**config.mk**
```make
export PLATFORM = sky130hd
export DESIGN_NAME = bpc_back_flat
export DESIGN_NICKNAME = d
export VERILOG_FILES = /design/src/hdl/bpc_pkg.sv /design/src/hdl/bpc_stream_if.sv /design/src/hdl/bpc_back.sv /design/src/flat_wrapper.sv
export SDC_FILE = /design/constraint.sdc
export NUM_CORES = 1
export LEC_CHECK = 0
export BUFFER_PORTS_ARGS = -buffer_cell sky130_fd_sc_hd__buf_4
export CORE_AREA = 2 2 39 41
export CTS_CLUSTER_DIAMETER = 80
export DETAILED_ROUTE_END_ITERATION = 8
export DIE_AREA = 0 0 41 43
export PLACE_DENSITY = 0.71
export SLEW_MARGIN = 10
export SYNTH_ARGS = -nofsm -noshare
export SYNTH_HDL_FRONTEND = slang
export SYNTH_SLANG_ARGS = --single-unit
```
**constraint.sdc**
```tcl
create_clock -name clk -period 2.5 [get_ports clk]
set_clock_uncertainty 0.05 [all_clocks]
set_input_delay 0.375 -clock clk [delete_from_list [all_inputs] [get_ports clk]]
set_output_delay 0.375 -clock clk [all_outputs]
set_load 0.02 [all_outputs]
```
**src/hdl/bpc_pkg.sv**
```systemverilog
package bpc_pkg;

	// Button map, in handling order
	localparam int NUM_BUTTONS = 10;
	localparam int NUM_MEM     = 3;
	localparam int NUM_DIGITS  = 5;
	localparam int BTN_START   = 0;
	localparam int BTN_CLEAR   = 1;
	localparam int BTN_MEM0    = 2;
	localparam int BTN_DIGIT0  = 5;

	localparam int CNT_W     = 8;
	localparam int CFG_IDX_W = 2;

	// Configuration register indexes
	localparam logic [CFG_IDX_W-1:0] REG_SHORT  = 2'd0;
	localparam logic [CFG_IDX_W-1:0] REG_LONG   = 2'd1;
	localparam logic [CFG_IDX_W-1:0] REG_REPEAT = 2'd2;

	localparam logic [CNT_W-1:0] SHORT_RESET  = 8'd2;
	localparam logic [CNT_W-1:0] LONG_RESET   = 8'd100;
	localparam logic [CNT_W-1:0] REPEAT_RESET = 8'd50;

	typedef struct packed {
		logic [NUM_BUTTONS-1:0] buttons_pressed;
		logic                   mode_load;
		logic [2:0]             mode_value;
	} in_item_t;

	typedef struct packed {
		logic [2:0]            mode;
		logic [NUM_DIGITS-1:0] digit_step;
		logic [NUM_MEM-1:0]    memory_recall;
		logic [NUM_MEM-1:0]    memory_store;
		logic                  count_clear;
		logic                  prescaler_restart;
		logic                  power_off_request;
		logic                  display_refresh;
		logic                  memory_area_refresh;
	} out_item_t;

	// Classified press events of one tick, handed from front to back
	typedef struct packed {
		logic                  mode_load;
		logic [2:0]            mode_value;
		logic                  start_hit;
		logic                  clear_short;
		logic                  clear_long;
		logic [NUM_MEM-1:0]    mem_short;
		logic [NUM_MEM-1:0]    mem_long;
		logic [NUM_DIGITS-1:0] digit_step;
	} event_t;

endpackage

```
**src/hdl/bpc_stream_if.sv**
```systemverilog
interface bpc_stream_if #(
	parameter type payload_t = logic
);

	logic     valid;
	logic     ready;
	payload_t payload;

	modport source (
		output valid,
		output payload,
		input  ready
	);

	modport sink (
		input  valid,
		input  payload,
		output ready
	);

endinterface

```
**src/hdl/bpc_back.sv**
```systemverilog
module bpc_back (
	input  logic            clk,
	input  logic            arst_n,
	input  logic            evt_valid,
	input  bpc_pkg::event_t evt,
	output logic            evt_ready,
	bpc_stream_if.source    results
);

	import bpc_pkg::*;

	typedef enum logic [2:0] {
		MODE_SLEEP    = 3'd0,
		MODE_STOPPED  = 3'd1,
		MODE_ACTIVE   = 3'd2,
		MODE_SETMEM1  = 3'd3,
		MODE_SETMEM2  = 3'd4,
		MODE_SETMEM3  = 3'd5,
		MODE_END_BEEP = 3'd6,
		MODE_END_DONE = 3'd7
	} mode_t;

	mode_t     mode_q;
	mode_t     mode_next;
	out_item_t result_q;
	out_item_t result_next;
	logic      out_valid_q;
	logic      take;

	assign evt_ready       = !out_valid_q || results.ready;
	assign take            = evt_valid && evt_ready;
	assign results.valid   = out_valid_q;
	assign results.payload = result_q;

	// Apply the tick's events in button order to the mode machine
	always_comb begin
		mode_t m;
		result_next = '0;
		m = evt.mode_load ? mode_t'(evt.mode_value) : mode_q;

		// start, short press
		if (evt.start_hit) begin
			unique case (m) inside
				MODE_SLEEP: m = MODE_STOPPED;
				MODE_STOPPED: begin
					result_next.prescaler_restart = 1'b1;
					m = MODE_ACTIVE;
				end
				MODE_ACTIVE: m = MODE_STOPPED;
				MODE_SETMEM1, MODE_SETMEM2, MODE_SETMEM3: begin
					result_next.memory_store = NUM_MEM'(1) << 2'(m - MODE_SETMEM1);
					result_next.memory_area_refresh = 1'b1;
					result_next.display_refresh = 1'b1;
					m = MODE_STOPPED;
				end
				MODE_END_BEEP, MODE_END_DONE: begin
					result_next.display_refresh = 1'b1;
					m = MODE_STOPPED;
				end
			endcase
		end

		// clear, short press
		if (evt.clear_short) begin
			unique case (m) inside
				MODE_SLEEP, MODE_STOPPED: begin
					m = MODE_STOPPED;
					result_next.count_clear = 1'b1;
					result_next.display_refresh = 1'b1;
				end
				MODE_ACTIVE: ;
				MODE_SETMEM1, MODE_SETMEM2, MODE_SETMEM3: begin
					m = MODE_STOPPED;
					result_next.memory_area_refresh = 1'b1;
					result_next.display_refresh = 1'b1;
				end
				MODE_END_BEEP, MODE_END_DONE: begin
					result_next.display_refresh = 1'b1;
					m = MODE_STOPPED;
				end
			endcase
		end

		// clear, long press
		result_next.power_off_request = evt.clear_long;

		// memory buttons: recall on short, enter set mode on long if stopped
		for (int i = 0; i < NUM_MEM; i++) begin
			if (evt.mem_short[i]) begin
				result_next.memory_recall[i] = 1'b1;
				result_next.display_refresh = 1'b1;
			end
			if (evt.mem_long[i] && (m == MODE_STOPPED)) begin
				m = mode_t'(MODE_SETMEM1 + 3'(i));
				result_next.memory_area_refresh = 1'b1;
				result_next.display_refresh = 1'b1;
			end
		end

		// digit buttons
		result_next.digit_step = evt.digit_step;
		if (evt.digit_step != '0) begin
			result_next.display_refresh = 1'b1;
		end

		result_next.mode = m;
		mode_next = m;
	end

	// Hold mode and the output register
	always_ff @(posedge clk or negedge arst_n) begin
		if (!arst_n) begin
			mode_q      <= MODE_STOPPED;
			out_valid_q <= 1'b0;
		end else if (take) begin
			mode_q      <= mode_next;
			out_valid_q <= 1'b1;
		end else if (results.ready) begin
			out_valid_q <= 1'b0;
		end
	end

	// Load result payload on each taken beat
	always_ff @(posedge clk) begin
		if (take) begin
			result_q <= result_next;
		end
	end

endmodule

```
**src/flat_wrapper.sv**
```systemverilog
// flat-port wrapper written by rule: the top's interface ports become plain ports
module bpc_back_flat import bpc_pkg::*;
  (clk, arst_n, evt_valid, evt, evt_ready, results_valid, results_payload, results_ready);
  bpc_stream_if results_i ();
  input  logic clk;
  input  logic arst_n;
  input  logic evt_valid;
  input  bpc_pkg::event_t evt;
  output logic evt_ready;
  output wire logic [$bits(results_i.valid)-1:0] results_valid;
  output wire logic [$bits(results_i.payload)-1:0] results_payload;
  input wire logic [$bits(results_i.ready)-1:0] results_ready;
  assign results_valid = results_i.valid;
  assign results_payload = results_i.payload;
  assign results_i.ready = results_ready;
  bpc_back u_core (.clk(clk), .arst_n(arst_n), .evt_valid(evt_valid), .evt(evt), .evt_ready(evt_ready), .results(results_i));
endmodule
```
Yosys cells after proc, flatten, opt, wreduce, memory -nomap -nowiden:

Index checks and enable logic that the tools add are counted.

* eq/ne operators: 16
* multiplexer cells: 14
* reduce and logical (&&, ||, !) cells: 14

Operators by type and width (count)
* 3-bit equality test, second input constant: 8
* 3-bit two-way mux: 7
* 3-bit by 1-bit equality test with 1-bit output, second input constant: 5
* 7-bit OR reduction: 2
* 3-bit by 2-bit equality test with 1-bit output, second input constant: 3
* 3-bit OR reduction: 3
* 3-bit zero test: 2
* 1-bit two-way mux: 6
* 3-bit one-hot mux with 2 select lines: 1
* 1-bit logical AND: 4
* 2-bit nonzero test: 1
* 1-bit zero test: 1
* 1-bit logical OR: 1

* register bits: 5
* input port bits: 22
* output and inout port bits: 3
* logic and storage cells: 47

Logic depth before layout (Yosys ltp):

* depth after elaboration: 18
* depth in mapped cells: 5
* depth with buffers taken out: 5

Worst setup path after synthesis:

Ideal clock, no wire load.

* path type: in2reg
* start point: in evt[17] (netlist name)
* end point: reg u_core.mode_q[1]
* library setup time: 0.126 ns
* arrival time: 1.334 ns
* data required time: 2.324 ns
* slack: 0.990 ns
* cell stages on the path: 5
* path buffers: 1
* path through: buf_6 mux2_4 a211oi_2 nor2_1 o32a_1

* cells in the longest elaborated chain, start to end: 18
* elaborated cells between the ends (all ways): 31
* classes of those cells: eq/ne: 16; mux: 8; reduce/logical: 7

RTL lines
* from (decl): line flat_wrapper.sv:8 `input bpc_pkg::event_t evt;`
* 3-bit two-way mux *: line bpc_back.sv:39 `m = evt.mode_load ? mode_t'(evt.mode_value) : mode_q;`
* 3-bit equality test (no source line) (tied with other cells)
* 7-bit OR reduction (no source line)
* 3-bit one-hot mux with 2 select lines: line bpc_back.sv:43 `unique case (m) inside`
* 3-bit two-way mux *: line bpc_back.sv:42 `if (evt.start_hit) begin`
* 3-bit equality test (no source line) (tied with other cells)
* 7-bit OR reduction (no source line)
* 3-bit two-way mux: line bpc_back.sv:65 `unique case (m) inside`
* [2 not listed]
* 1-bit logical AND: line bpc_back.sv:93 `if (evt.mem_long[i] && (m == MODE_STOPPED)) begin`
* 3-bit two-way mux *: line bpc_back.sv:93
* 3-bit by 1-bit equality test with 1-bit output: line bpc_back.sv:93
* 1-bit logical AND: line bpc_back.sv:93
* 3-bit two-way mux *: line bpc_back.sv:93
* 3-bit by 1-bit equality test with 1-bit output: line bpc_back.sv:93
* 1-bit logical AND: line bpc_back.sv:93
* 3-bit two-way mux *: line bpc_back.sv:93
* to (signal assigned): line bpc_back.sv:116 `mode_q <= mode_next;`
* to (decl): line bpc_back.sv:23 `mode_t mode_q;`

Every way passes the cells marked *; elsewhere a longest branch is shown, timed or not. The select of a mux whose other input is x is not followed.
A chain may end at the register's enable or synchronous reset.

Worst setup path in the final report:

* start point: reg u_core.mode_q[0]
* end point: reg u_core.result_q, in the netlist u_core.results.payload, data pin

* cells in the longest elaborated chain, start to end: 18
* elaborated cells between the ends (all ways): 37
* classes of those cells: eq/ne: 16; mux: 11; reduce/logical: 10

RTL lines
* 3-bit two-way mux *: line bpc_back.sv:39
* 3-bit equality test (no source line) (tied with other cells)
* 7-bit OR reduction (no source line)
* 3-bit one-hot mux with 2 select lines: line bpc_back.sv:43
* 3-bit two-way mux: line bpc_back.sv:42
* 3-bit equality test (no source line) (tied with other cells)
* 7-bit OR reduction (no source line)
* 3-bit two-way mux: line bpc_back.sv:65
* [2 not listed]
* 1-bit logical AND: line bpc_back.sv:93
* 3-bit two-way mux: line bpc_back.sv:93
* 3-bit by 1-bit equality test with 1-bit output: line bpc_back.sv:93
* 1-bit logical AND: line bpc_back.sv:93
* 3-bit two-way mux: line bpc_back.sv:93
* 3-bit by 1-bit equality test with 1-bit output: line bpc_back.sv:93
* 1-bit logical AND: line bpc_back.sv:93
* 3-bit OR reduction (no source line)
* to (signal assigned): line bpc_back.sv:126 `result_q <= result_next;`
* to (decl): line bpc_back.sv:25 `out_item_t result_q;`

Marks and branches as above.

==> results_dict.tcl <==
set metrics [dict create \
    pwr-share-comb_pct 34.9 \
    io_buffers 15 \
    leakage_nw 0.2558 \
    syn_area_um2 441.7 \
    num_antenna_cells 0 \
    start_kind "flip-flop" \
    cp_max_fo 5 \
    layout_common_cells "15 x buf_4, 5 x nor2_1, 4 x nand2_1" \
    first_pass_iters 4 \
    synthCells 47 \
    ios 25 \
    dominantRegCellSynth "dfrtp_1" \
    clockPowerShare_pct 30.6 \
    hp-class "input port to flip-flop" \
    wl_um 954 \
    grt_max_degree 9 \
    area_growth_pct 34.84 \
    drive_gt1_share_pct 41.54 \
    p_int_uw 212.4 \
    arrival_ns 1.33 \
    seqPwrFrac_pct 34.5 \
    ys_seq_area_share_pct 29.75 \
    fin_hold_ws_ns 0.2955 \
    cts-buffers-inserted 3 \
    grt_first_pass_wirelength_um 1559 \
    use_met1_pct 15.91 \
    syn-mean-instance-area_um2 9.397 \
    stdcell_area_um2 595.6 \
    antenna_found_initial 0 \
    met2_usage_pct 20.31 \
    tns_ns 0 \
    use_met3_pct 1.571 \
    die_y_um 43 \
    hold_violations 0 \
    die_x_um 41 \
    fin_crit_ns 1.388 \
    fin_nets 88 \
    cts_resized 0 \
    layout_setup_ws_ns 1.112 \
    ant_nets 0 \
    place_ws_ns 0.8982 \
    crit_type "flip-flop to flip-flop" \
    clock-sinks 5 \
    post-dp-hpwl_um 789.3 \
    root_buffer "clkbuf_4" \
    max_freq_ghz 0.7203 \
    htreeDepth 1 \
    cts_tree "done" \
    dieArea_um2 1763 \
    p_sw_uw 99.87 \
    syn-num-nets 69 \
    ys_ff_latch 5 \
    multiInputGateArea_um2 287.8 \
    regArea_um2 131.4 \
    crit_required_ns 2.44 \
    start_util_pct 31.92 \
    detail_route.iter0.violations 5 \
    period_share_pct 55.53 \
    overflow 0 \
    p_sw_share_pct 31.98 \
    end_kind "flip-flop" \
    rsz0062_at_grt "false" \
    final_common_cell "buf_4" \
    place_area_um2 559.3 \
    wire_per_inst_um 11.78 \
    worst_slew_pin_slew_ns 0.2981 \
    top_usage_layer "met2" \
    clk_latency_ns 0.25 \
    slew_viol_final 0 \
    fillers 136 \
    irDropWorstVdd_v 0.0003016 \
    cts_max_path_buffers 2 \
    finalSetupViolCount 0 \
    clkTransAtPathRegs_ns 0.04 \
    yosysWarningCount 0 \
    post_cts_buffers 0 \
    power.density_nw_per_um2 524.4 \
    grt_usage_pct 12.99 \
    fp-row-count 14 \
    drc 0 \
    viasPerCell 5.494 \
    slew_headroom_pct 79.56 \
    ys_async_sr_fraction_pct 80.00 \
    power_uw 312.3 \
    synth_edf_count 1 \
    grt_pass1_vias 387 \
    max_cap_viol_count 0 \
    status "complete, no violations" \
    globalplace.congestion 0.8162 \
    yosys.cell_types.count 29 \
    vias 445 \
    core_um2 1384 \
]
cells in the mapped netlist (all sizes together) (2+ instances only):
cell	number	area, um^2
nand2	4	15.01
o21ai	2	10.00
dfrtp	3	75.07
nor3	2	10.01
nand2b	3	18.77
mux2	3	41.29
inv	2	7.510
a211oi	3	27.52
nor2	5	18.77
a21oi	3	15.01
mux2i	3	42.54
o31ai	2	20.02
what timing repair did:
| item | in CTS | in global routing |
|---|---|---|
| endpoints found under the setup margin | 0 | 0 |
| hold endpoints to repair | 3 | 0 |
| hold buffers | 1 | 0 |
sequential cells by signal (all words and copies together), names as in the netlist:
| name | cells |
|---|---|
| u_core.results.valid | 1 |
| u_core.mode_q | 3 |
| u_core.results.payload | 1 |
path summary, 6_finish.rpt:
kind | to | from | slack [ns] | depth (start not counted)
setup / recovery | u_core.results.payload$_SDFFCE_PP1P_ | u_core.mode_q[0]$_DFFE_PN1P_ | 1.11 | 4
hold / removal | u_core.results.valid$_DFFE_PN0P_ | evt_valid | 0.30 | 2
setup reg to reg | u_core.results.payload$_SDFFCE_PP1P_ | u_core.mode_q[0]$_DFFE_PN1P_ | 1.11 | 4
hold reg to reg | u_core.mode_q[0]$_DFFE_PN1P_ | u_core.mode_q[0]$_DFFE_PN1P_ | 0.45 | 2
max in group asynchronous | u_core.mode_q[0]$_DFFE_PN1P_ | arst_n | 1.80 | 2
min in group asynchronous | u_core.mode_q[2]$_DFFE_PN0P_ | arst_n | 0.41 | 2
worst max-delay path, stage by stage, from the launching register on:
cell     delay (ns)
dfstp_2        0.37
mux2_4         0.30
a21o_2         0.22
a21oi_1        0.12
nor3_1         0.08
cells by family after synthesis:
family	count (synthesis)	share of synthesized area [%]
compound gates	16	29.46
flops	5	29.75
mux	6	18.98
buf+inv	4	5.099
simple gates	16	16.71
power by group through the flow:
stage / registers, mW / clock network (mW) / logic [mW]
floorplan: 0.110 / 0 / 0.0705
global placement: 0.109 / 0 / 0.105
detailed placement: 0.110 / 0 / 0.107
CTS: 0.108 / 0.0985 / 0.109
global route: 0.109 / 0.102 / 0.120
finish: 0.108 / 0.0955 / 0.109
per-layer routing:
metal | vias to the layer above | part of all wire [%] | routed length [um]
met2 | 19 | 50 | 473
li1 | 215 | - | -
met5 | - | 0 | 0
met4 | 0 | 3.6 | 34
met3 | 4 | 6.6 | 63
met1 | 207 | 40 | 383
metrics by stage:
step / util, % / cells
floorplan: - / 47
global placement: 40.42 / 76
detailed placement: 40.42 / 76
CTS: 43.04 / 81
global route: 43.04 / 81
finish: 43.04 / 81
area by class of cell:
cell class | instances | area share [%]
Multi-Input combinational cell | 38 | 48.32
Tap cell | 16 | 3.361
Timing Repair Buffer | 16 | 20.59
Sequential cell | 5 | 22.06
Inverter | 2 | 1.261
Clock buffer | 4 | 4.412
Power figures use the tool's default switching activity.
