`config.mk`:
```
export PLATFORM = sky130hd
export DESIGN_NAME = bpc_queue
export DESIGN_NICKNAME = d
export VERILOG_FILES = /design/src/hdl/bpc_pkg.sv /design/src/hdl/bpc_queue.sv
export SDC_FILE = /design/constraint.sdc
export NUM_CORES = 1
export LEC_CHECK = 0
export BUFFER_PORTS_ARGS = -buffer_cell sky130_fd_sc_hd__buf_2
export CELL_PAD_IN_SITES_DETAIL_PLACEMENT = 1
export CELL_PAD_IN_SITES_GLOBAL_PLACEMENT = 2
export CORE_ASPECT_RATIO = 0.8
export CORE_MARGIN = 2
export CORE_UTILIZATION = 37
export DETAILED_ROUTE_END_ITERATION = 10
export PLACE_DENSITY_LB_ADDON = 0.1
export SETUP_SLACK_MARGIN = 0.5
export SYNTH_ARGS = -nofsm -noshare
export SYNTH_HDL_FRONTEND = slang
export SYNTH_SLANG_ARGS = --single-unit
```
`constraint.sdc`:
```
create_clock -name clk -period 2.25 [get_ports clk]
set_input_delay 0.45 -clock clk [delete_from_list [all_inputs] [get_ports clk]]
set_output_delay 0.45 -clock clk [all_outputs]
set_load 0.01 [all_outputs]
```
`src/hdl/bpc_pkg.sv`:
```
package bpc_pkg;

	// Button map, in handling order
	localparam int NUM_BUTTONS = 10;
	localparam int NUM_MEM     = 3;
	localparam int NUM_DIGITS  = 5;
	localparam int BTN_START   = 0;
	localparam int BTN_CLEAR   = 1;
	localparam int BTN_MEM0    = 2;
	localparam int BTN_DIGIT0  = 5;

	localparam int CNT_W     = 8;
	localparam int CFG_IDX_W = 2;

	// Configuration register indexes
	localparam logic [CFG_IDX_W-1:0] REG_SHORT  = 2'd0;
	localparam logic [CFG_IDX_W-1:0] REG_LONG   = 2'd1;
	localparam logic [CFG_IDX_W-1:0] REG_REPEAT = 2'd2;

	localparam logic [CNT_W-1:0] SHORT_RESET  = 8'd2;
	localparam logic [CNT_W-1:0] LONG_RESET   = 8'd100;
	localparam logic [CNT_W-1:0] REPEAT_RESET = 8'd50;

	typedef struct packed {
		logic [NUM_BUTTONS-1:0] buttons_pressed;
		logic                   mode_load;
		logic [2:0]             mode_value;
	} in_item_t;

	typedef struct packed {
		logic [2:0]            mode;
		logic [NUM_DIGITS-1:0] digit_step;
		logic [NUM_MEM-1:0]    memory_recall;
		logic [NUM_MEM-1:0]    memory_store;
		logic                  count_clear;
		logic                  prescaler_restart;
		logic                  power_off_request;
		logic                  display_refresh;
		logic                  memory_area_refresh;
	} out_item_t;

	// Classified press events of one tick, handed from front to back
	typedef struct packed {
		logic                  mode_load;
		logic [2:0]            mode_value;
		logic                  start_hit;
		logic                  clear_short;
		logic                  clear_long;
		logic [NUM_MEM-1:0]    mem_short;
		logic [NUM_MEM-1:0]    mem_long;
		logic [NUM_DIGITS-1:0] digit_step;
	} event_t;

endpackage

```
`src/hdl/bpc_queue.sv`:
```
module bpc_queue #(
	parameter int DEPTH = 2
) (
	input  logic            clk,
	input  logic            arst_n,
	input  logic            push_valid,
	input  bpc_pkg::event_t push_data,
	output logic            push_ready,
	output logic            pop_valid,
	output bpc_pkg::event_t pop_data,
	input  logic            pop_ready
);

	import bpc_pkg::*;

	localparam int PTR_W = (DEPTH > 1) ? $clog2(DEPTH) : 1;
	localparam int CNT_QW = $clog2(DEPTH + 1);

	event_t            entry_q [DEPTH];
	logic [PTR_W-1:0]  wr_ptr_q;
	logic [PTR_W-1:0]  rd_ptr_q;
	logic [CNT_QW-1:0] count_q;
	logic              push;
	logic              pop;

	assign push_ready = (count_q != CNT_QW'(DEPTH));
	assign pop_valid  = (count_q != '0);
	assign pop_data   = entry_q[rd_ptr_q];
	assign push       = push_valid & push_ready;
	assign pop        = pop_valid & pop_ready;

	// Store pushed beats
	always_ff @(posedge clk) begin
		if (push) begin
			entry_q[wr_ptr_q] <= push_data;
		end
	end

	// Advance pointers and fill count
	always_ff @(posedge clk or negedge arst_n) begin
		if (!arst_n) begin
			wr_ptr_q <= '0;
			rd_ptr_q <= '0;
			count_q  <= '0;
		end else begin
			if (push) begin
				wr_ptr_q <= (wr_ptr_q == PTR_W'(DEPTH - 1)) ? '0 : wr_ptr_q + 1'b1;
			end
			if (pop) begin
				rd_ptr_q <= (rd_ptr_q == PTR_W'(DEPTH - 1)) ? '0 : rd_ptr_q + 1'b1;
			end
			if (push && !pop) begin
				count_q <= count_q + 1'b1;
			end else if (pop && !push) begin
				count_q <= count_q - 1'b1;
			end
		end
	end

endmodule

```
## Yosys cells after proc, flatten, opt, wreduce, memory -nomap -nowiden

Memory sizes are Yosys's and may differ from the RTL's.
Cells that the tools add are included.

| word-level totals | value |
|---|---|
| RAM bits | 36 |
| input bits | 22 |
| bits in latches | 0 |
| bits in read-only memories | 0 |
| memories | 1 |
| flip-flop bits (word level) | 4 |

| cells by class | value |
|---|---|
| $lt $le $gt $ge | 0 |
| $mul | 0 |
| mux-type cells | 6 |
| eq/ne operators | 1 |
| divide/modulo/power cells | 0 |
| reductions and logical operators | 6 |
| $add $sub $neg | 4 |
| shifts and indexed selects | 0 |
| bitwise gates (word level) | 2 |

Memory list:

| name | words | width | rd ports | clocked after memory_dff | write ports | RTL line | text |
|---|---|---|---|---|---|---|---|
| entry_q | 2 | 18 | 1 | 0 | 1 | bpc_queue.sv:19 | `event_t entry_q [DEPTH];` |

Operators with widths:

| kind | number |
|---|---|
| 1-bit two-way mux | 4 |
| 2-bit two-way mux | 2 |
| 2-bit nonzero test | 2 |
| 1-bit adder, second input constant | 2 |
| 2-bit by 1-bit adder with 2-bit output, second input constant | 1 |
| 1-bit AND | 2 |
| 1-bit logical AND | 2 |
| 1-bit zero test | 2 |
| 2-bit != test, second input constant | 1 |
| 2-bit by 1-bit subtractor with 2-bit output, second input constant | 1 |

## Depth between registers and ports, before layout

Gate-level depths: netlist of run 1.

| depth | value |
|---|---|
| depth after elaboration | 6 |
| gate-level depth with buffers | 7 |
| depth with buffers taken out | 7 |

## Least setup slack after synthesis of run 1

No wires, ideal clock.

| path | value |
|---|---|
| path kind | reg2reg |
| from | reg count_q[0] |
| to | mem entry_q[0][0] (netlist bit) (enable) |
| cell stages (with the launch flop) | 4 |
| data required time | 1.858 ns |
| path slack | 0.381 ns |
| arrival | 1.476 ns |
| library setup time | 0.392 ns |
| buffers on the path | 0 |
| path through | dfrtp_1 -> nand2b_1 -> nand2_1 -> nor2_1 |

| on the way | value |
|---|---|
| cells in the longest elaborated chain, start to end | 4 |

RTL lines:

| item | RTL line | text |
|---|---|---|
| from (decl) | bpc_queue.sv:22 | `logic [CNT_QW-1:0] count_q;` |
| from (signal assigned) | bpc_queue.sv:53 | `count_q <= count_q + 1'b1;` |
| from (signal assigned) | bpc_queue.sv:55 | `count_q <= count_q - 1'b1;` |
| 2-bit != test | bpc_queue.sv:26 | `assign push_ready = (count_q != CNT_QW'(DEPTH));` |
| via push_ready | bpc_queue.sv:8 | `output logic push_ready,` |
| 1-bit AND | bpc_queue.sv:29 | `assign push = push_valid & push_ready;` |
| 1-bit two-way mux | bpc_queue.sv:34 | `if (push) begin` |
| 1-bit two-way mux (implied by the code) | bpc_queue.sv:35 | `entry_q[wr_ptr_q] <= push_data;` |
| to (decl) | bpc_queue.sv:19 |  |

The timed path passes the listed nets, and every way through them passes these cells.

==> summary.md, run 1 <==
| Metric | Value |
|---|---|
| Register area share after synthesis | `76.6%` |
| Power share of the combinational group | `35.7%` |
| Drt drc | `0` |
| GP Congestion | `0.601` |
| P_leak | `0.000781 uW` |
| Net Sw Frac | `29.7%` |
| P_int | `1690 uW` |
| IO Pins | `42` |
| Worst VDD drop | `0.723 mV` |
| Area of the mapped netlist | `0.00154 sq mm` |
| Endpoints failing setup | `0` |
| Fillers | `403` |
| Initial antenna violation count | `0` |
| Die height | `61.8 microns` |
| R2r worst-path depth | `6` |
| Post-route ant nets | `0` |
| Metal3 WL | `157 microns` |
| Drt first-iter violations | `36` |
| Mapped Nets | `97` |
| Non-Filler Instances | `182` |
| CTS Buf Count | `5` |
| Reg2Reg Setup Slack | `0.74 ns` |
| Die area | `0.00471 sq mm` |
| Skew final | `0.00434 ns` |
| Post-layout instance area | `0.00194 sq mm` |
| Sum Neg Setup Slack | `0 ns` |
| Commonest non-fill, non-tap cell in the layout | `buf_2` |
| Final Cycle Share | `78.3%` |
| Footprint of the multi-input gates | `329 sq um` |
| Starting Density | `39.5%` |
| Hold Path Sink | `entry_q[0][3]` |
| Required time worst endpoint | `1.80 ns` |
| Max Cap Viol | `0` |
| Final Critical Period | `1.76 ns` |
| Hold Path Cell Cnt | `1` |
| Switching pwr | `716 uW` |
| Synth Area in XOR/XNOR | `2.84%` |
| Post-synthesis register bit count | `40` |
| Antenna cell count | `0` |
| Hold Crit Class | `primary input to flop` |
| Met1 Routed Length | `1.05 mm` |
| DR top layer | `met4` |
| CTS Root Cell | `clkbuf_8` |
| Routed WL | `2.43 mm` |
| Critical path launch point type | `flop` |
| Number of library cell types mapped by synthesis | `15` |
| Hpwl dp | `1.79 mm` |
| CTS tree | `yes` |
| Data arrival time of the worst path | `1.31 ns` |
| Fin nets | `149` |
| Largest net degree at the start of global routing | `16` |
| Slew Limit Fails | `0` |
| Clock power frac | `18.9%` |
| Placed cell areas | `0.00183 sq mm` |
| Area share of fa/ha/maj cells after synthesis | `0.811%` |
| H-tree depth | `2` |
| CP Max Fanout | `5` |
| Reg2reg end | `count_q[1]` |
| Cells after Synth | `74` |
| Drt pass-1 iters | `4` |
| WS Path Type | `flop to primary output` |
| Reg2Reg Launch Point | `count_q[0]` |
| Max Clk Rate | `0.568 GHz` |
| Global-route wire length before repair | `3.90 mm` |
| Routed vias | `795` |
| Hold Vio Cnt, Final | `0` |
| Core area | `0.00390 sq mm` |
| Mux share of post-synthesis cell area | `15.3%` |
| Complex-gate fraction of the synthesized area | `0%` |
| CP Capture Type | `primary output` |
| Synthesized-area fraction occupied by and/or/nand/nor cells | `2.19%` |
| Power Total | `2410 uW` |
| Clock slew at reported path FFs | `0.08 ns` |
| Clock latency on the worst-skew pair | `0.29 ns` |
| Die width | `76.2 microns` |
| Slew margin rel. | `85.8%` |
| Number of cell rows | `20` |
| Vias in the first global route | `848` |
| Sequential share of power | `45.4%` |
| Fin util | `49.6%` |
| Clock Sinks | `40` |
| Synthesized area per cell | `20.8 sq um` |
| Synth warn | `0` |
| Hold wc startpoint | `push_data[3]` |
| Longest Clk Path Bufs | `2` |
| Routed wire length per instance | `13.4 microns` |
| Syn-to-layout area delta | `25.5%` |
| Met2 WL | `1.18 mm` |
| Largest family of logic cells by synthesized area | `multiplexers` |
| GRT Residual Overflow | `0` |
| Placed insts | `172` |
| # port buffers | `41` |
| Share of layout cells above drive strength 1 | `58.3%` |
| Total GRT Usage | `11.5%` |
| Worst-margin pin slew | `0.213 ns` |
| Run status | `complete, no violations` |
| RSZ-0062 raised after global routing | `yes` |
| Most frequent cells in the layout | `41 x buf_2, 36 x edfxtp_1, 9 x mux2_4, 9 x mux2_2, 5 x clkbuf_8` |
| Power Density | `1240 mW/mm^2` |
| Reg area | `0.00118 sq mm` |
| Post-DR vias/cell | `4.37` |
## synthesized netlist by cell type (all sizes together)
| master | number | area, sq um |
|---|---|---|
| edfxtp | 36 | 1080 |
| mux2 | 18 | 236 |
| dfrtp | 4 | 100 |
| xnor2 | 3 | 26.3 |
| buf | 2 | 31.3 |
| nand2 | 2 | 7.51 |
| nor2 | 2 | 7.51 |
| xor2 | 2 | 17.5 |
| and3 | 1 | 6.26 |
| ha | 1 | 12.5 |
| inv | 1 | 3.75 |
| nand2b | 1 | 6.26 |
| or2 | 1 | 6.26 |
## worst max-delay path: stages (launching register included)
cell and delay, ns:
dfrtp_2 0.42, buf_4 0.17, mux2_4 0.29, buf_2 0.14
## layer usage
layer  GRT usage [%]  vias to the layer above
met5               0                        -
met4            7.01                        0
met3            4.48                        7
met2            19.9                       25
met1            12.6                      382
li1                -                      381
## what timing repair did
item                                   in CTS  in global routing
endpoints found under the hold margin       4                  0
setup endpoints to repair                  18                 18
hold buffers                                1                  0
gates cloned                                0                  0
setup buffers                               1                  0
resized for setup                           1                  0
## sequential cells by signal, summed over array words and instances (netlist names)
signal / count
wr_ptr_q: 1
rd_ptr_q: 1
entry_q: 36
count_q: 2
## how the worst max path moves through the flow
stage,from,endpoint,slack [ns],cells after the start
after floorplan,count_q[0],entry_q[0][0],0.67,3
after global placement,rd_ptr_q,pop_data[5],0.58,3
after detailed placement,rd_ptr_q,pop_data[7],0.56,3
after CTS,rd_ptr_q,pop_data[10],0.47,3
after global routing,rd_ptr_q,pop_data[17],0.43,3
final,rd_ptr_q,pop_data[10],0.49,3
## power groups by stage
stage | clock [uW] | sequential [uW] | combinational [uW]
2_1_floorplan | 0 | 1090 | 611
3_3_place_gp | 0 | 1120 | 836
3_5_place_dp | 0 | 1130 | 843
4_1_cts | 470 | 1100 | 888
5_1_grt | 496 | 1110 | 948
6_report | 456 | 1090 | 861
## stage by stage
stage,hold slack (ns),setup WS [ns]
3_5_place_dp,0.269,0.555
6_report,0.346,0.489
2_1_floorplan,0.154,0.668
3_3_place_gp,0.268,0.578
4_1_cts,0.340,0.475
5_1_grt,0.335,0.432
## cell type report
type / count / area share [%]
multi-input combinational: 31 / 17.0
tap: 55 / 3.55
sequential: 40 / 61.0
timing repair buffer: 47 / 13.7
clock inverter: 3 / 0.969
inverter: 1 / 0.194
clock buffer: 5 / 3.55
## kinds of logic after synthesis
kind of cell,Yosys count
flip-flops,40
XOR/XNOR,5
buffers and inverters,3
AND/OR/NAND/NOR,7
multiplexers,18
adder cells (fa/ha/maj),1
Note: power is estimated with default switching activity, not from simulation.
==> run 2: changes to the inputs <==
--- a/config.mk
+++ b/config.mk
@@ -10,7 +10,7 @@
 export CELL_PAD_IN_SITES_GLOBAL_PLACEMENT = 2
 export CORE_ASPECT_RATIO = 0.8
 export CORE_MARGIN = 2
-export CORE_UTILIZATION = 37
+export CORE_UTILIZATION = 33
 export DETAILED_ROUTE_END_ITERATION = 10
 export PLACE_DENSITY_LB_ADDON = 0.1
 export SETUP_SLACK_MARGIN = 0.5
==> constraint.sdc (replaced) <==
create_clock -name clk -period 1.6 [get_ports clk]
set_input_delay 0.32 -clock clk [delete_from_list [all_inputs] [get_ports clk]]
set_output_delay 0.32 -clock clk [all_outputs]
set_load 0.01 [all_outputs]
==> run 2 against run 1 <==
The flow now finishes with violations (setup timing). Sequential power grew 44%. Design area grew 30%. Die area up 11%. Utilization grew 5.8 points. Register-to-register slack worse by 0.69 ns. Worst hold slack got worse by 0.13 ns. Critical endpoint is now pop_data[9]. Highest routed layer unchanged.
==> summary.md, run 2 (synthesis gave the netlist of run 1 again) <==
| Metric | Value |
|---|---|
| Share of layout cells above drive strength 1 | `70.2% (+12 points)` |
| Clock latency on the worst-skew pair | `0.29 ns (about the same)` |
| Final Worst Setup Slack | `-0.0402 ns (-0.529 ns)` |
| H-tree depth | `2 (unchanged)` |
| Power Total | `4770 uW (+98%)` |
| Vias in the first global route | `1009 (+19%)` |
| Reg area | `0.00118 sq mm (-0.11%)` |
| Routed WL | `3.54 mm (+46%)` |
| Commonest non-fill, non-tap cell in the layout | `edfxtp_1` |
| Skew final | `0.00574 ns (+0.00140 ns)` |
| Max reg flops | `36 (unchanged)` |
| Largest net degree at the start of global routing | `20 (+4)` |
| Endpoints failing setup | `18 (+18)` |
| Max Clk Rate | `0.610 GHz` |
| Final Critical Period | `1.64 ns` |
| Post-route ant nets | `0 (unchanged)` |
| Critical path launch point type | `flop` |
| IO Pins | `42 (unchanged)` |
| Max Cap Viol | `0 (unchanged)` |
| Fin nets | `174 (+17%)` |
| Drt pass-1 iters | `4 (unchanged)` |
| CP Max Fanout | `19 (+14)` |
| GRT Residual Overflow | `0 (unchanged)` |
| Post-DR vias/cell | `4.57 (+4.6%)` |
| Most frequent cells in the layout | `36 x edfxtp_1, 35 x buf_6, 21 x buf_2, 18 x mux2_4, 6 x buf_4` |
| Antenna cell count | `0 (unchanged)` |
| Die height | `65.2 microns (+5.5%)` |
| Initial antenna violation count | `0 (unchanged)` |
| Routed vias | `964 (+21%)` |
| Reg2reg end | `entry_q[0][12]` |
| Routing usage on met3 | `4.67% (+0.19 points)` |
| Slew margin rel. | `75.3% (-10 points)` |
| Slew Limit Fails | `0 (unchanged)` |
| Hold Path Cell Cnt | `1 (unchanged)` |
| RSZ-0062 raised after global routing | `yes` |
| CTS tree | `yes` |
| Hold Vio Cnt, Final | `0 (unchanged)` |
| GRT busiest layer | `met2` |
| Worst VDD drop | `0.981 mV (+36%)` |
| Power Density | `1900 mW/mm^2 (+52%)` |
| Clock Sinks | `40 (unchanged)` |
| Drt first-iter violations | `24 (-33%)` |
| Data arrival time of the worst path | `1.32 ns (about the same)` |
| Hold Crit Class | `primary input to flop` |
| Global-route wire length before repair | `5.29 mm (+36%)` |
| WS Path Type | `flop to primary output` |
| Number of cell rows | `22 (+10%)` |
| R2r worst-path depth | `8 (+2)` |
| Fillers | `423 (+5.0%)` |
| Total GRT Usage | `14.5% (+3.0 points)` |
| CTS Buf Count | `5 (unchanged)` |
| Die width | `80.4 microns (+5.6%)` |
| Delay of the slowest critical-path stage | `0.38 ns (-0.04 ns)` |
| Hold Path Sink | `entry_q[0][15]` |
| Die area | `0.00524 sq mm (+11%)` |
| Setup Slack @ Placement | `0.167 ns (-0.388 ns)` |
| Worst-margin pin slew | `0.370 ns (+0.157 ns)` |
| Drt drc | `0 (unchanged)` |
| Core area | `0.00454 sq mm (+16%)` |
| Required time worst endpoint | `1.28 ns (-0.52 ns)` |
| CP Capture Type | `primary output` |
| CTS Root Cell | `clkbuf_8` |
| Clock slew at reported path FFs | `0.07 ns (about the same)` |
| # port buffers | `41 (unchanged)` |
| Failing checks | `setup timing` |
| Largest registers | `entry_q: 36 flops, count_q: 2 flops` |
| Met2 Use GR | `22.5% (+2.6 points)` |
| Longest Clk Path Bufs | `2 (unchanged)` |
| Run status | `finished with violations` |
| P_leak | `0.00105 uW (+34%)` |
| Reg2Reg Setup Slack | `0.05 ns (-0.69 ns)` |
| Delay-heaviest family, CP | `flip-flops` |
| Footprint of the multi-input gates | `485 sq um (+48%)` |
| Starting Density | `34.0% (-5.6 points)` |
| Buf/Inv on CP | `2 (unchanged)` |
| Top reg by flops | `entry_q` |
| GP Congestion | `0.691 (+15%)` |
| Reg2Reg Launch Point | `count_q[1]` |
| Syn-to-layout area delta | `63.3%` |
| Hold wc startpoint | `push_data[15]` |
| Crit path cell chain | `buf_12 > mux2_4 > buf_6` |
| Slowest stage cell, crit path | `dfrtp_1` |
| Grt met1 use | `18.3% (+5.7 points)` |
| Final Cycle Share | `103%` |
| Routed wire length per instance | `16.8 microns (+26%)` |
run 2: cell type report:
class                           instances  area share [%]
Multi-Input combinational cell         34            19.3
Inverter                                1           0.248
Clock buffer                            5            2.73
Tap cell                               60            2.98
Clock inverter                          2           0.298
Timing Repair Buffer                   69            27.6
Sequential cell                        40            46.9
run 2: what timing repair did:
action | 4_1_cts | 5_1_grt
resized for setup | 36 | 11
pin swaps | 5 | 3
cloned | 5 | 1
hold endpoints to repair | 4 | 0
hold buffers | 1 | 0
setup buffers | 13 | 9
setup endpoints to repair | 58 | 60
run 2: through the flow:
step	setup TNS (ns)	std cells	util, %	hold slack (ns)	cell area (sq um)
floorplan	0	74	-	0.0244	1630
global placement	0	175	42.2	0.135	1920
detailed placement	0	175	42.2	0.141	1920
CTS	-0.728	201	52.3	0.215	2370
global route	-1.45	211	55.5	0.210	2520
finish	-0.589	211	55.5	0.217	2520
run 2: power by group:
part	internal (uW)	total (uW)	leakage (uW)	switching [uW]
clock	288	612	0.0000391	325
combinational	1630	2590	0.000626	965
sequential	1440	1570	0.000381	127
run 2: layer usage:
layer  up-vias  wire length, microns  share of wire [%]
met5         -                     0                  0
met2        32                  1750                 49
met4         0                    85                2.4
met1       489                  1500                 42
met3         9                   206                5.8
li1        434                     -                  -
run 2: worst max path at each step:
stage | start | to | slack [ns] | cells after the start
after floorplan | count_q[1] | count_q[1] | 0.27 | 6
after global placement | count_q[0] | count_q[1] | 0.26 | 7
after detailed placement | count_q[0] | count_q[1] | 0.17 | 7
after CTS | rd_ptr_q | pop_data[9] | -0.05 | 3
after global routing | rd_ptr_q | pop_data[9] | -0.09 | 3
final | rd_ptr_q | pop_data[9] | -0.04 | 3
==> run 3: changes to the inputs <==
--- a/config.mk
+++ b/config.mk
@@ -5,7 +5,7 @@
 export SDC_FILE = /design/constraint.sdc
 export NUM_CORES = 1
 export LEC_CHECK = 0
-export BUFFER_PORTS_ARGS = -buffer_cell sky130_fd_sc_hd__buf_2
+export BUFFER_PORTS_ARGS = -buffer_cell sky130_fd_sc_hd__buf_4
 export CELL_PAD_IN_SITES_DETAIL_PLACEMENT = 1
 export CELL_PAD_IN_SITES_GLOBAL_PLACEMENT = 2
 export CORE_ASPECT_RATIO = 0.8
==> run 3 against run 2 <==
The flow still finishes with violations (setup timing). Total power shrank 5.1%. Clock-buffer cell count increased by 2. Die area unchanged. Global-route usage is 1.2 points lower. Worst hold slack lost 0.0044 ns. Cell count is 4.3% lower. Sequential share of layout area increased by 0.74 points. Sequential power about the same. Utilization shrank 0.80 points. Worst setup slack barely moved. Flip-flop and latch count stayed put.
==> summary.md, run 3 (synthesis gave the netlist of run 1 again) <==
| Metric | Value |
|---|---|
| Largest registers | `entry_q: 36 flops, count_q: 2 flops` |
| Hpwl dp | `1.82 mm` |
| CP Capture Type | `primary output` |
| Power share of the combinational group | `52.0% (-2.3 points)` |
| Clock Sinks | `40 (unchanged)` |
| Failing checks | `setup timing` |
| WS Path Type | `flop to primary output` |
| Buf/Inv on CP | `2 (unchanged)` |
| CP Max Fanout | `19 (unchanged)` |
| Largest net degree at the start of global routing | `20 (unchanged)` |
| Drt pass-1 iters | `4 (unchanged)` |
| GP Congestion | `0.691 (about the same)` |
| Crit path cell chain | `buf_12 > mux2_4 > buf_6` |
| Share of layout cells above drive strength 1 | `69.0% (-1.2 points)` |
| Routing usage on met3 | `6.04% (+1.4 points)` |
| Required time worst endpoint | `1.28 ns (about the same)` |
| Post-DR vias/cell | `4.34 (-5.0%)` |
| Worst VDD drop | `0.931 mV (-5.1%)` |
| CTS Buf Count | `5 (unchanged)` |
| Routed WL | `3.00 mm (-15%)` |
| Endpoints failing setup | `18 (unchanged)` |
| Most frequent cells in the layout | `36 x edfxtp_1, 27 x buf_6, 25 x buf_4, 18 x mux2_4, 6 x buf_12` |
| RSZ-0062 raised after global routing | `yes` |
| Global-route wire length before repair | `4.84 mm (-8.5%)` |
| Met2 Use GR | `21.9% (-0.63 points)` |
| Number of cell rows | `22 (unchanged)` |
| Critical path launch point type | `flop` |
| Syn-to-layout area delta | `60.9%` |
| IO Pins | `42 (unchanged)` |
| Net Sw Frac | `28.4% (-1.3 points)` |
| Core area | `0.00454 sq mm (unchanged)` |
| Vias in the first global route | `943 (-6.5%)` |
| Final Critical Period | `1.64 ns (-0.0000199 ns)` |
| Die area | `0.00524 sq mm (unchanged)` |
| Post-layout instance area | `0.00248 sq mm (-1.4%)` |
| Starting Density | `34.0% (unchanged)` |
| Delay-heaviest family, CP | `flip-flops` |
| Routed wire length per instance | `14.8 microns (-12%)` |
| GRT busiest layer | `met2` |
| Delay of the slowest critical-path stage | `0.38 ns (about the same)` |
| Post-route ant nets | `0 (unchanged)` |
| H-tree depth | `2 (unchanged)` |
| CTS tree | `yes` |
| Run status | `finished with violations` |
| Clock latency on the worst-skew pair | `0.29 ns (about the same)` |
| Final Worst Setup Slack | `-0.0402 ns (+0.0000199 ns)` |
| # port buffers | `41 (unchanged)` |
| GRT Residual Overflow | `0 (unchanged)` |
| Power Density | `1830 mW/mm^2 (-3.7%)` |
| Hold Vio Cnt, Final | `0 (unchanged)` |
| Routed vias | `877 (-9.0%)` |
| Drt first-iter violations | `31 (+29%)` |
| Skew final | `0.00468 ns (-0.00106 ns)` |
| Max Clk Rate | `0.610 GHz (about the same)` |
| Longest Clk Path Bufs | `2 (unchanged)` |
| Fin nets | `164 (-5.7%)` |
| Max Cap Viol | `0 (unchanged)` |
| Commonest non-fill, non-tap cell in the layout | `edfxtp_1` |
| P_int | `3250 uW (-3.3%)` |
| Slew Limit Fails | `0 (unchanged)` |
| Max reg flops | `36 (unchanged)` |
| Final Cycle Share | `103% (about the same)` |
| Data arrival time of the worst path | `1.32 ns (about the same)` |
| Antenna cell count | `0 (unchanged)` |
| P_leak | `0.00102 uW (-2.5%)` |
| Die height | `65.2 microns (unchanged)` |
| Clock slew at reported path FFs | `0.07 ns (about the same)` |
| Die width | `80.4 microns (unchanged)` |
| Total GRT Usage | `13.3% (-1.2 points)` |
| Placed cell areas | `0.00202 sq mm (+5.4%)` |
| Slowest stage cell, crit path | `dfrtp_1` |
| CTS Root Cell | `clkbuf_8` |
| Clock power frac | `13.8% (+1.0 points)` |
| Reg2Reg Setup Slack | `0.10 ns (+0.05 ns)` |
| Initial antenna violation count | `0 (unchanged)` |
| Switching pwr | `1290 uW (-9.1%)` |
| Top reg by flops | `entry_q` |
| Sequential share of power | `34.2% (+1.4 points)` |
| Hold Crit Class | `primary input to flop` |
| Grt met1 use | `15.6% (-2.6 points)` |
| Worst-margin pin slew | `0.232 ns (-0.138 ns)` |
| Slew margin rel. | `84.5% (+9.2 points)` |
| Sum Neg Setup Slack | `-0.598 ns (-0.00875 ns)` |
| Drt drc | `0 (unchanged)` |
-- run 3: path summary, 6_finish.rpt --
check / start / end / cells past startpoint
worst max-delay path: rd_ptr_q / pop_data[10] / 3
worst min-delay path: push_data[13] / entry_q[0][13] / 1
worst max register to register: count_q[1] / entry_q[0][4] / 8
worst min register to register: wr_ptr_q / wr_ptr_q / 1
max in group asynchronous: arst_n / count_q[0] / 2
min in group asynchronous: arst_n / rd_ptr_q / 2
-- run 3: worst reg2reg max path, stage by stage (launching register included) --
cell and delay, ns:
dfrtp_1 0.39, buf_6 0.13, nand2b_4 0.08, nand2_4 0.06
buf_6 0.11, nor2_4 0.12, buf_12 0.13, buf_12 0.10
buf_16 0.11
-- run 3: final cells by class --
class | instances | area, sq um
repair buffers | 62 | 704
inverters | 1 | 3.75
well taps | 60 | 75.1
multi-input cells | 31 | 435
flip-flops and latches | 40 | 1180
clock buffers | 7 | 76.3
fillers | 421 | 2060
clock inverters | 1 | 5.00
-- run 3: through the flow --
step                power (uW)  setup WS (ns)  cells  util, %  hold slack [ns]
global route              4780        -0.0914    202     54.7            0.195
finish                    4530        -0.0402    202     54.7            0.213
CTS                       4510        -0.0533    200     54.1            0.203
floorplan                 2570          0.272     74        -           0.0244
global placement          3100          0.254    175     44.4            0.121
detailed placement        3150          0.161    175     44.4            0.121
-- run 3: layer usage --
metal | vias up | part of all wire, %
met2 | 28 | 51
met1 | 432 | 41
li1 | 410 | -
met4 | 0 | 1.5
met5 | - | 0
met3 | 7 | 6.5
-- run 3: power by group through the flow --
stage | logic (uW) | registers (uW) | clock network (uW)
floorplan | 1020 | 1550 | 0
global placement | 1540 | 1560 | 0
detailed placement | 1570 | 1580 | 0
CTS | 2310 | 1560 | 649
global route | 2510 | 1580 | 695
finish | 2360 | 1550 | 627
-- run 3: timing repair --
action	in CTS	in global routing
cloned	3	0
pin swaps	5	5
endpoints found under the setup margin	58	60
hold buffers	1	0
hold endpoints to repair	4	0
buffers inserted	13	2
gates resized for setup	33	2
